### config.mk
export PLATFORM = sky130hd
export DESIGN_NAME = tap_hold_button_band_phase_controller_core_flat
export DESIGN_NICKNAME = d
export VERILOG_FILES = /design/src/rtl/core/thbp_pkg.sv /design/src/rtl/core/thbp_poll_if.sv /design/src/rtl/core/thbp_result_if.sv /design/src/rtl/core/thbp_cfg_regs.sv /design/src/rtl/core/thbp_poll_engine.sv /design/src/rtl/core/tap_hold_button_band_phase_controller_core.sv /design/src/flat_wrapper.sv
export SDC_FILE = /design/constraint.sdc
export NUM_CORES = 1
export LEC_CHECK = 0
export BUFFER_PORTS_ARGS = -buffer_cell sky130_fd_sc_hd__buf_2
export CORE_MARGIN = 2
export CORE_UTILIZATION = 25
export CTS_CLUSTER_DIAMETER = 50
export DETAILED_ROUTE_END_ITERATION = 8
export PLACE_DENSITY = 0.49
export SETUP_SLACK_MARGIN = 0.4
export SLEW_MARGIN = 30
export SYNTH_ARGS = -nofsm -noshare
export SYNTH_HDL_FRONTEND = slang
export SYNTH_SLANG_ARGS = --single-unit
### constraint.sdc
create_clock -name clk -period 19.1 [get_ports clk]
set_clock_uncertainty 0.05 [all_clocks]
set_input_delay 0.955 -clock clk [delete_from_list [all_inputs] [get_ports clk]]
set_output_delay 0.955 -clock clk [all_outputs]
set_load 0.05 [all_outputs]
### src/rtl/core/thbp_pkg.sv
// thbp_pkg: shared types and constants of the tap/hold band phase controller
// beat payloads, register map, mode and phase codes
// no dependencies
package thbp_pkg;

	localparam int unsigned AddrWidth = 5;
	localparam int unsigned IdxWidth  = 3;
	localparam int unsigned TimeWidth = 32;

	typedef logic [TimeWidth-1:0] time_ms_t;
	typedef logic [15:0]          dur_ms_t;

	typedef enum logic [IdxWidth-1:0] {
		REG_DEBOUNCE     = 3'd0,
		REG_HOLD         = 3'd1,
		REG_FIRST_PHASE  = 3'd2,
		REG_SECOND_PHASE = 3'd3,
		REG_DUAL_HOLD    = 3'd4,
		REG_SINGLE_HOLD  = 3'd5,
		REG_INIT_MODE    = 3'd6
	} reg_idx_t;

	typedef logic [1:0] mode_t;
	localparam mode_t MODE_FIRST  = 2'd0;
	localparam mode_t MODE_SECOND = 2'd1;
	localparam mode_t MODE_BOTH   = 2'd2;

	typedef logic [1:0] switch_t;
	localparam switch_t SW_NONE   = 2'd0;
	localparam switch_t SW_FIRST  = 2'd1;
	localparam switch_t SW_SECOND = 2'd2;

	localparam logic PHASE_FIRST  = 1'b0;
	localparam logic PHASE_SECOND = 1'b1;

	localparam dur_ms_t RST_DEBOUNCE     = 16'd50;
	localparam dur_ms_t RST_HOLD         = 16'd1000;
	localparam dur_ms_t RST_FIRST_PHASE  = 16'd3000;
	localparam dur_ms_t RST_SECOND_PHASE = 16'd3000;
	localparam dur_ms_t RST_DUAL_HOLD    = 16'd10000;
	localparam dur_ms_t RST_SINGLE_HOLD  = 16'd3000;
	localparam mode_t   RST_INIT_MODE    = MODE_BOTH;

	typedef struct packed {
		dur_ms_t debounce_ms;
		dur_ms_t hold_ms;
		dur_ms_t first_phase_ms;
		dur_ms_t second_phase_ms;
		dur_ms_t dual_hold_ms;
		dur_ms_t single_hold_ms;
		mode_t   initial_band_mode;
		logic    mode_load;
	} cfg_t;

	typedef struct packed {
		time_ms_t now_ms;
		logic     button_pressed;
	} poll_t;

	typedef struct packed {
		logic    mute_pulse;
		mode_t   band_mode;
		logic    radio_phase;
		switch_t phase_switch;
		logic    save_request;
		dur_ms_t alert_hold_ms;
	} result_t;

	// code three reads as both
	function automatic mode_t clip_mode(input mode_t m);
		return (m == 2'd3) ? MODE_BOTH : m;
	endfunction

	function automatic mode_t next_mode(input mode_t m);
		mode_t n;
		case (m)
			MODE_BOTH:  n = MODE_FIRST;
			MODE_FIRST: n = MODE_SECOND;
			default:    n = MODE_BOTH;
		endcase
		return n;
	endfunction

endpackage

### src/rtl/core/thbp_poll_if.sv
// thbp_poll_if: valid/ready channel carrying one poll beat
// depends on thbp_pkg
interface thbp_poll_if;
	logic            valid;
	logic            ready;
	thbp_pkg::poll_t data;

	modport source(output valid, output data, input ready);
	modport sink(input valid, input data, output ready);
endinterface

### src/rtl/core/thbp_result_if.sv
// thbp_result_if: valid/ready channel carrying one result beat
// depends on thbp_pkg
interface thbp_result_if;
	logic              valid;
	logic              ready;
	thbp_pkg::result_t data;

	modport source(output valid, output data, input ready);
	modport sink(input valid, input data, output ready);
endinterface

### src/rtl/core/thbp_cfg_regs.sv
// thbp_cfg_regs: apb register file of the controller
// raises mode_load the cycle after an initial band mode write
// depends on thbp_pkg
module thbp_cfg_regs (
	input  logic                           clk,
	input  logic                           arst_n,
	input  logic                           psel,
	input  logic                           penable,
	input  logic                           pwrite,
	input  logic [thbp_pkg::AddrWidth-1:0] paddr,
	input  logic [31:0]                    pwdata,
	output logic [31:0]                    prdata,
	output logic                           pready,
	output thbp_pkg::cfg_t                 cfg
);

	thbp_pkg::dur_ms_t debounce_q, hold_q, first_q, second_q, dual_q, single_q;
	thbp_pkg::mode_t   init_mode_q;
	logic              mode_load_q;
	logic              wr_en;
	logic [thbp_pkg::IdxWidth-1:0] idx;

	assign pready = 1'b1;
	assign wr_en  = psel & penable & pwrite & pready;
	assign idx    = paddr[thbp_pkg::AddrWidth-1:2];

	always_ff @(posedge clk or negedge arst_n) begin
		if (!arst_n) begin
			debounce_q  <= thbp_pkg::RST_DEBOUNCE;
			hold_q      <= thbp_pkg::RST_HOLD;
			first_q     <= thbp_pkg::RST_FIRST_PHASE;
			second_q    <= thbp_pkg::RST_SECOND_PHASE;
			dual_q      <= thbp_pkg::RST_DUAL_HOLD;
			single_q    <= thbp_pkg::RST_SINGLE_HOLD;
			init_mode_q <= thbp_pkg::RST_INIT_MODE;
			mode_load_q <= 1'b0;
		end else begin
			mode_load_q <= 1'b0;
			if (wr_en) begin
				case (idx)
					thbp_pkg::REG_DEBOUNCE:     debounce_q <= pwdata[15:0];
					thbp_pkg::REG_HOLD:         hold_q     <= pwdata[15:0];
					thbp_pkg::REG_FIRST_PHASE:  first_q    <= pwdata[15:0];
					thbp_pkg::REG_SECOND_PHASE: second_q   <= pwdata[15:0];
					thbp_pkg::REG_DUAL_HOLD:    dual_q     <= pwdata[15:0];
					thbp_pkg::REG_SINGLE_HOLD:  single_q   <= pwdata[15:0];
					thbp_pkg::REG_INIT_MODE: begin
						init_mode_q <= pwdata[1:0];
						mode_load_q <= 1'b1;
					end
					default: ;
				endcase
			end
		end
	end

	always_comb begin
		case (idx)
			thbp_pkg::REG_DEBOUNCE:     prdata = {16'd0, debounce_q};
			thbp_pkg::REG_HOLD:         prdata = {16'd0, hold_q};
			thbp_pkg::REG_FIRST_PHASE:  prdata = {16'd0, first_q};
			thbp_pkg::REG_SECOND_PHASE: prdata = {16'd0, second_q};
			thbp_pkg::REG_DUAL_HOLD:    prdata = {16'd0, dual_q};
			thbp_pkg::REG_SINGLE_HOLD:  prdata = {16'd0, single_q};
			thbp_pkg::REG_INIT_MODE:    prdata = {30'd0, init_mode_q};
			default:                    prdata = 32'd0;
		endcase
	end

	assign cfg = '{
		debounce_ms:       debounce_q,
		hold_ms:           hold_q,
		first_phase_ms:    first_q,
		second_phase_ms:   second_q,
		dual_hold_ms:      dual_q,
		single_hold_ms:    single_q,
		initial_band_mode: init_mode_q,
		mode_load:         mode_load_q
	};

endmodule

### src/rtl/core/thbp_poll_engine.sv
// thbp_poll_engine: button, band mode and phase state with the per-poll update
// result is combinational from the registered poll and the state
// depends on thbp_pkg
module thbp_poll_engine (
	input  logic              clk,
	input  logic              arst_n,
	input  thbp_pkg::cfg_t    cfg,
	input  logic              step,
	input  thbp_pkg::poll_t   poll,
	output thbp_pkg::result_t res
);

	logic               raw_q, stable_q, fired_q, phase_q;
	thbp_pkg::time_ms_t last_chg_q, press_q, phase_start_q;
	thbp_pkg::mode_t    mode_q;

	thbp_pkg::time_ms_t now, last_chg_n, press_n, pst_h, pst_n;
	logic               btn, deb_ok, stab_chg, stable_n, fired_a, fired_n;
	logic               mute, hold, phase_h, phase_n, save;
	thbp_pkg::mode_t    mode_n, load_mode;
	thbp_pkg::switch_t  sw_h, sw_n;

	assign now = poll.now_ms;
	assign btn = poll.button_pressed;

	always_comb begin
		// debounce
		last_chg_n = (btn != raw_q) ? now : last_chg_q;
		deb_ok     = (now - last_chg_n) >= {16'd0, cfg.debounce_ms};
		stab_chg   = deb_ok && (btn != stable_q);
		stable_n   = stab_chg ? btn : stable_q;
		press_n    = (stab_chg && btn) ? now : press_q;
		fired_a    = (stab_chg && btn) ? 1'b0 : fired_q;
		mute       = stab_chg && !btn && !fired_q;

		// long hold
		hold    = stable_n && !fired_a && ((now - press_n) >= {16'd0, cfg.hold_ms});
		fired_n = fired_a | hold;
		save    = hold;
		mode_n  = hold ? thbp_pkg::next_mode(mode_q) : mode_q;
		phase_h = phase_q;
		pst_h   = phase_start_q;
		sw_h    = thbp_pkg::SW_NONE;
		if (hold && mode_n == thbp_pkg::MODE_SECOND && phase_q == thbp_pkg::PHASE_FIRST) begin
			phase_h = thbp_pkg::PHASE_SECOND;
			pst_h   = now;
			sw_h    = thbp_pkg::SW_SECOND;
		end else if (hold && mode_n == thbp_pkg::MODE_FIRST
				&& phase_q == thbp_pkg::PHASE_SECOND) begin
			phase_h = thbp_pkg::PHASE_FIRST;
			pst_h   = now;
			sw_h    = thbp_pkg::SW_FIRST;
		end

		// time slice
		phase_n = phase_h;
		pst_n   = pst_h;
		sw_n    = sw_h;
		if (phase_h == thbp_pkg::PHASE_FIRST) begin
			if (mode_n != thbp_pkg::MODE_FIRST
					&& (now - pst_h) >= {16'd0, cfg.first_phase_ms}) begin
				phase_n = thbp_pkg::PHASE_SECOND;
				pst_n   = now;
				sw_n    = thbp_pkg::SW_SECOND;
			end
		end else begin
			if (mode_n != thbp_pkg::MODE_SECOND
					&& (now - pst_h) >= {16'd0, cfg.second_phase_ms}) begin
				phase_n = thbp_pkg::PHASE_FIRST;
				pst_n   = now;
				sw_n    = thbp_pkg::SW_FIRST;
			end
		end
	end

	assign load_mode = thbp_pkg::clip_mode(cfg.initial_band_mode);

	always_ff @(posedge clk or negedge arst_n) begin
		if (!arst_n) begin
			raw_q         <= 1'b0;
			stable_q      <= 1'b0;
			last_chg_q    <= '0;
			press_q       <= '0;
			fired_q       <= 1'b0;
			mode_q        <= thbp_pkg::RST_INIT_MODE;
			phase_q       <= thbp_pkg::PHASE_FIRST;
			phase_start_q <= '0;
		end else if (cfg.mode_load) begin
			mode_q        <= load_mode;
			phase_q       <= (load_mode == thbp_pkg::MODE_SECOND);
			phase_start_q <= '0;
		end else if (step) begin
			raw_q         <= btn;
			stable_q      <= stable_n;
			last_chg_q    <= last_chg_n;
			press_q       <= press_n;
			fired_q       <= fired_n;
			mode_q        <= mode_n;
			phase_q       <= phase_n;
			phase_start_q <= pst_n;
		end
	end

	assign res = '{
		mute_pulse:    mute,
		band_mode:     mode_n,
		radio_phase:   phase_n,
		phase_switch:  sw_n,
		save_request:  save,
		alert_hold_ms: (mode_n == thbp_pkg::MODE_BOTH) ? cfg.dual_hold_ms
		                                               : cfg.single_hold_ms
	};

endmodule

### src/rtl/core/tap_hold_button_band_phase_controller_core.sv
// tap_hold_button_band_phase_controller_core: top level of the controller
// input register, poll engine, result register and apb registers
// depends on thbp_pkg, thbp_poll_if, thbp_result_if, thbp_cfg_regs, thbp_poll_engine

// One poll beat is taken per clock unless the result side stalls, and gives
// exactly one result beat: the poll is captured in an input register, the
// debounce, hold and phase update is combinational on the state registers,
// and the result lands in an output register. The state is updated as the
// poll moves into the output register, so the next poll sees it without a
// bubble, and a stalled result only holds the pipe once both registers are
// full. Writing the initial band mode register reloads band mode and radio
// phase via mode_load; configuration is expected while no polls are in flight.
module tap_hold_button_band_phase_controller_core (
	input  logic                           clk,
	input  logic                           arst_n,
	thbp_poll_if.sink                      poll,
	thbp_result_if.source                  result,
	input  logic                           psel,
	input  logic                           penable,
	input  logic                           pwrite,
	input  logic [thbp_pkg::AddrWidth-1:0] paddr,
	input  logic [31:0]                    pwdata,
	output logic [31:0]                    prdata,
	output logic                           pready
);

	thbp_pkg::cfg_t    cfg;
	thbp_pkg::poll_t   poll_s1;
	thbp_pkg::result_t res, res_s2;
	logic              valid_s1, valid_s2, advance;

	thbp_cfg_regs u_cfg (
		.clk     (clk),
		.arst_n  (arst_n),
		.psel    (psel),
		.penable (penable),
		.pwrite  (pwrite),
		.paddr   (paddr),
		.pwdata  (pwdata),
		.prdata  (prdata),
		.pready  (pready),
		.cfg     (cfg)
	);

	assign advance    = valid_s1 && (!valid_s2 || result.ready);
	assign poll.ready = !valid_s1 || advance;

	always_ff @(posedge clk or negedge arst_n) begin
		if (!arst_n) begin
			valid_s1 <= 1'b0;
			valid_s2 <= 1'b0;
		end else begin
			if (poll.ready) begin
				valid_s1 <= poll.valid;
			end
			if (advance) begin
				valid_s2 <= 1'b1;
			end else if (result.ready) begin
				valid_s2 <= 1'b0;
			end
		end
	end

	always_ff @(posedge clk) begin
		if (poll.valid && poll.ready) begin
			poll_s1 <= poll.data;
		end
		if (advance) begin
			res_s2 <= res;
		end
	end

	thbp_poll_engine u_engine (
		.clk    (clk),
		.arst_n (arst_n),
		.cfg    (cfg),
		.step   (advance),
		.poll   (poll_s1),
		.res    (res)
	);

	assign result.valid = valid_s2;
	assign result.data  = res_s2;

`ifndef SYNTHESIS
	assert property (@(posedge clk) disable iff (!arst_n)
		result.valid |-> result.data.band_mode != 2'd3)
		else $error("band mode left its legal range");

	assert property (@(posedge clk) disable iff (!arst_n)
		result.valid && result.data.band_mode == thbp_pkg::MODE_FIRST
		|-> result.data.radio_phase == thbp_pkg::PHASE_FIRST)
		else $error("first only mode with second radio phase");

	assert property (@(posedge clk) disable iff (!arst_n)
		result.valid && result.data.band_mode == thbp_pkg::MODE_SECOND
		|-> result.data.radio_phase == thbp_pkg::PHASE_SECOND)
		else $error("second only mode with first radio phase");

	assert property (@(posedge clk) disable iff (!arst_n)
		result.valid |-> !(result.data.mute_pulse && result.data.save_request))
		else $error("mute and save in one beat");
`endif

endmodule
### src/flat_wrapper.sv
// flat-port wrapper written by rule: the top's interface ports become plain ports
module tap_hold_button_band_phase_controller_core_flat 
  (clk, arst_n, psel, penable, pwrite, paddr, pwdata, prdata, pready, poll_valid, poll_data, poll_ready, result_valid, result_data, result_ready);
  thbp_poll_if poll_i ();
  thbp_result_if result_i ();
  input  logic clk;
  input  logic arst_n;
  input  logic psel;
  input  logic penable;
  input  logic pwrite;
  input  logic [thbp_pkg::AddrWidth-1:0] paddr;
  input  logic [31:0] pwdata;
  output logic [31:0] prdata;
  output logic pready;
  input wire logic [$bits(poll_i.valid)-1:0] poll_valid;
  input wire logic [$bits(poll_i.data)-1:0] poll_data;
  output wire logic [$bits(poll_i.ready)-1:0] poll_ready;
  output wire logic [$bits(result_i.valid)-1:0] result_valid;
  output wire logic [$bits(result_i.data)-1:0] result_data;
  input wire logic [$bits(result_i.ready)-1:0] result_ready;
  assign poll_i.valid = poll_valid;
  assign poll_i.data = poll_data;
  assign poll_ready = poll_i.ready;
  assign result_valid = result_i.valid;
  assign result_data = result_i.data;
  assign result_i.ready = result_ready;
  tap_hold_button_band_phase_controller_core u_core (.clk(clk), .arst_n(arst_n), .poll(poll_i), .result(result_i), .psel(psel), .penable(penable), .pwrite(pwrite), .paddr(paddr), .pwdata(pwdata), .prdata(prdata), .pready(pready));
endmodule
==> run summary <==
The number of cells produced by synthesis was 2,076; the synthesized cell area was 19,460 µm². For the worst IR drop on VDD, the log shows 0.06679 mV. The run gives 0 as the number of nets with antenna violations after detailed routing. The detailed-route wire length per cell is 17.93 µm. Hold repair after CTS inserted 0 buffers.

Power comes to 3.596 mW. The buffering stage count on the worst path with inverters included is 5. The wire-length estimate of the detail-placed layout is 44,150 µm. The flow ran to the end, and the final reports show no timing, DRC or antenna violations. The via count of the routed design came out at 15,700. Summed over all layers, the global routing overflow is 0.

Share of cells above drive strength 1: 18.90%. The die is 283.0 µm tall. The net count of the finished layout is 2,371, and the slew at the pin with the worst max-slew slack is 971.1 ps. The count of cells in the finished layout, fillers not included, comes to 3,227. For the setup violation total in the final timing report, the log shows 0.

Counting flops with a built-in enable in the synthesized netlist gives 56. The met2 track utilization from global routing is 22.32%, and the number of unique standard cell types used by synthesis is 93. Counting the buffers created by CTS gives 45.

Among the stages of the critical path, the cell type that occurs most often is sky130_fd_sc_hd__o21ai_0. The post-route minimum period came out at 17,210 ps. The most used flip-flop cell after synthesis is sky130_fd_sc_hd__dfrtp_1. Global routing consumed, on the met3 layer, 2.271% of the routing resources. Leaving out fill and tap cells, the most frequent cell in the layout is sky130_fd_sc_hd__dfrtp_1.

For the initial antenna violation count, the log shows 2. The type of the worst setup path is reg -> reg. The logs give 15,690 for the via count of the first global-routing pass and 0 for the total of warnings raised by yosys. For flop-to-flop paths, the worst setup slack is 1890 ps. The share of the Yosys chip area taken by registers is 34.98%. Number of ports placed on the die boundary: 135.

The tree built by TritonCTS fans out to 259 sinks. For this run, asynchronously set or reset flops after synthesis account for 78.38%. Broken down by cell family, the worst path's largest delay share belongs to compound AO/OA/AOI/OAI gates. The total global routing track utilization was 14.34%; the setup TNS was 0 ps. STA classifies the critical path endpoint as a flop. TritonCTS built the clock tree.

In this run the horizontal extent of the chip is 283.0 µm. Initial standard-cell utilization of the core: 25.21%. Summed over all instances, the cell type with the most area after synthesis is sky130_fd_sc_hd__dfrtp_1.

Averaged over all synthesized cells, the footprint is 9.376 µm². In this run the worst path has a maximum fanout of 32. The total of flip-flops plus latches after synthesis works out to 259.

In this run the most used layer during global routing was met2. The clock edge transition at the registers on the reported setup and hold paths works out to 50 ps. Type of origin of the critical path: a flop. The post-route worst setup slack is 1889 ps, and the global placement routability congestion is 0.8977. The first detailed-routing pass took 5 iterations. The H-tree generated during clock tree synthesis spans 2 levels. The tree is rooted in a sky130_fd_sc_hd__clkbuf_16. The worst hold path class was in -> async. In the layout the commonest cells are 165 x sky130_fd_sc_hd__dfrtp_1, 154 x sky130_fd_sc_hd__nand2_1, 144 x sky130_fd_sc_hd__ha_1. By area the synthesized netlist is led by sky130_fd_sc_hd__dfrtp_1 21%, sky130_fd_sc_hd__ha_1 9.3%, sky130_fd_sc_hd__edfxtp_1 8.6%. The final layout contains routed wiring with a total length of 57,870 µm.

Prior to clock tree synthesis, the placed netlist has a worst setup slack of 1453 ps. Setup repair after global routing left no endpoint under its margin. The first global-routing pass estimated 91,870 µm of wire. In this run the static leakage power is 10.05 nW. On the worst path, the slowest cell contributes a delay of 570 ps.

Of the available clock period, the critical path in the final layout requires 90.11%. STA puts the critical path data arrival time at 17,650 ps. The clock latency at the later pin of the worst-skew pair is 610 ps, and the number of pins with negative max-slew slack in the final report is 0. The run gives 307.4 ps as the worst hold margin.

The total of max-cap violations is 0, and the average via count per standard cell is 4.866. Buffers placed on the I/O ports in this run total 99. The die covers 80,100 µm².

The remaining routing DRC violations came out at 0. Counting tap cells, the placed design contains a total of 3,140 instances. Compared with the post-synthesis result, the final layout area differs by 16.50%. The clock passes through at most 3 buffers.

For met1 alone, demand over resource in global routing was 20.55%. The logs give 77,210 µm² for the placeable core region and 35.26% for the worst relative slew slack. For the worst setup path, the data required time is 19,540 ps. The fmax is 58.10 MHz. Power spread over the standard cell area amounts to 158.6 nW/µm².

The slowest stage of the critical path belongs to the cell sky130_fd_sc_hd__edfxtp_1. The number of hold violations in the final report was 0; the post-CTS setup-driven buffer insertion count was 0. The initialized floorplan defines 102 standard-cell rows. The first routing iteration left 988 violations.

The fraction of post-synthesis cell area in the top cell type by area came out at 21.34%. Entering global routing, the biggest net connects 125 pins.
==> flip-flops by register name (all words and copies together), names as in the netlist, 2 cells and up <==
name and cells:
u_core.u_engine.mode_q 2, u_core.u_engine.phase_start_q 32, u_core.result.data 23, u_core.u_cfg.single_q 16, u_core.u_cfg.dual_q 16, u_core.u_engine.last_chg_q 32, u_core.u_cfg.first_q 16, u_core.poll_s1 33
u_core.u_cfg.hold_q 16, u_core.u_cfg.init_mode_q 2, u_core.u_cfg.debounce_q 16, u_core.u_engine.press_q 32, u_core.u_cfg.second_q 16
==> worst register-to-register path: cells and delay by family (launching register included) <==
family,cells,cell delay [ps]
fa+ha+maj,6,2040
mux,2,380
compound gates,36,7570
flops,1,570
buf+inv,5,1020
xor+xnor,3,530
simple gates,23,4990
==> cell usage after synthesis (18+ instances only) <==
cell type and n:
sky130_fd_sc_hd__nor2_1 132, sky130_fd_sc_hd__inv_1 103, sky130_fd_sc_hd__nand2b_1 96, sky130_fd_sc_hd__a21oi_1 135, sky130_fd_sc_hd__a21o_1 57, sky130_fd_sc_hd__edfxtp_1 56, sky130_fd_sc_hd__clkbuf_1 69, sky130_fd_sc_hd__dfstp_2 37
sky130_fd_sc_hd__mux2i_1 117, sky130_fd_sc_hd__xor2_1 26, sky130_fd_sc_hd__nand2_1 156, sky130_fd_sc_hd__nor2b_1 26, sky130_fd_sc_hd__o21ai_0 132, sky130_fd_sc_hd__nand3_1 28, sky130_fd_sc_hd__a211oi_1 21, sky130_fd_sc_hd__mux2_2 137
sky130_fd_sc_hd__nand4_1 28, sky130_fd_sc_hd__buf_4 18, sky130_fd_sc_hd__dfrtp_1 166, sky130_fd_sc_hd__xnor2_1 47, sky130_fd_sc_hd__ha_1 144, sky130_fd_sc_hd__nor3_1 35
==> report_power, final <==
part / total (mW) / switching [mW] / leakage (nW) / internal, mW
combinational: 1.89 / 1.11 / 6.35 / 0.787
sequential: 0.851 / 0.112 / 2.93 / 0.739
clock: 0.851 / 0.318 / 0.768 / 0.533
total: 3.60 / 1.54 / 10.1 / 2.06
==> repair_timing <==
item,4_1_cts,5_1_grt
endpoints found under the hold margin,0,0
gates resized for setup,0,4
setup endpoints to repair,0,32
==> worst paths after layout <==
kind,start,endpoint,cells past startpoint
worst min register to register,u_core.u_engine.last_chg_q[0],u_core.u_engine.last_chg_q[0],2
worst max-delay path,u_core.poll_s1[0],u_core.u_engine.phase_start_q[0],75
max in group asynchronous,arst_n,u_core.u_engine.mode_q[0],2
worst min-delay path,arst_n,u_core.valid_s1,1
worst max register to register,u_core.poll_s1[0],u_core.u_engine.phase_start_q[0],75
min in group clk,u_core.u_engine.last_chg_q[0],u_core.u_engine.last_chg_q[0],2
==> area by class of cell <==
class / count / area [µm²]
Antenna cell: 2 / 5.005
Clock buffer: 54 / 1221
Clock inverter: 30 / 384.1
Fill cell: 8099 / 54540
Inverter: 106 / 399.1
Multi-Input combinational cell: 1616 / 11850
Sequential cell: 259 / 6809
Tap cell: 1040 / 1301
Timing Repair Buffer: 120 / 706.9
==> stage by stage <==
stage / utilization [%] / instance area (µm²)
5_1_grt: 29.36 / 22670
3_5_place_dp: 27.23 / 21020
6_report: 29.37 / 22680
4_1_cts: 29.30 / 22630
2_1_floorplan: - / 19520
3_3_place_gp: 27.22 / 21020
==> per-layer routing <==
metal  vias up  routed length [µm]
met1      7598               28920
met5         -                   0
li1       7691                   -
met4         0                1295
met3        78                2591
met2       336               25060
==> cell families after synthesis <==
kind of cell / share of synthesized area (%)
and+or+nand+nor: 14.95
AOI/OAI and AO/OA: 17.17
muxes: 14.94
DFF: 34.98
buffers and inverters: 4.680
adders and majority gates: 9.874
xor gates and xnor gates: 3.368
other: 0.03858
Note: power is estimated with default switching activity, not from simulation.
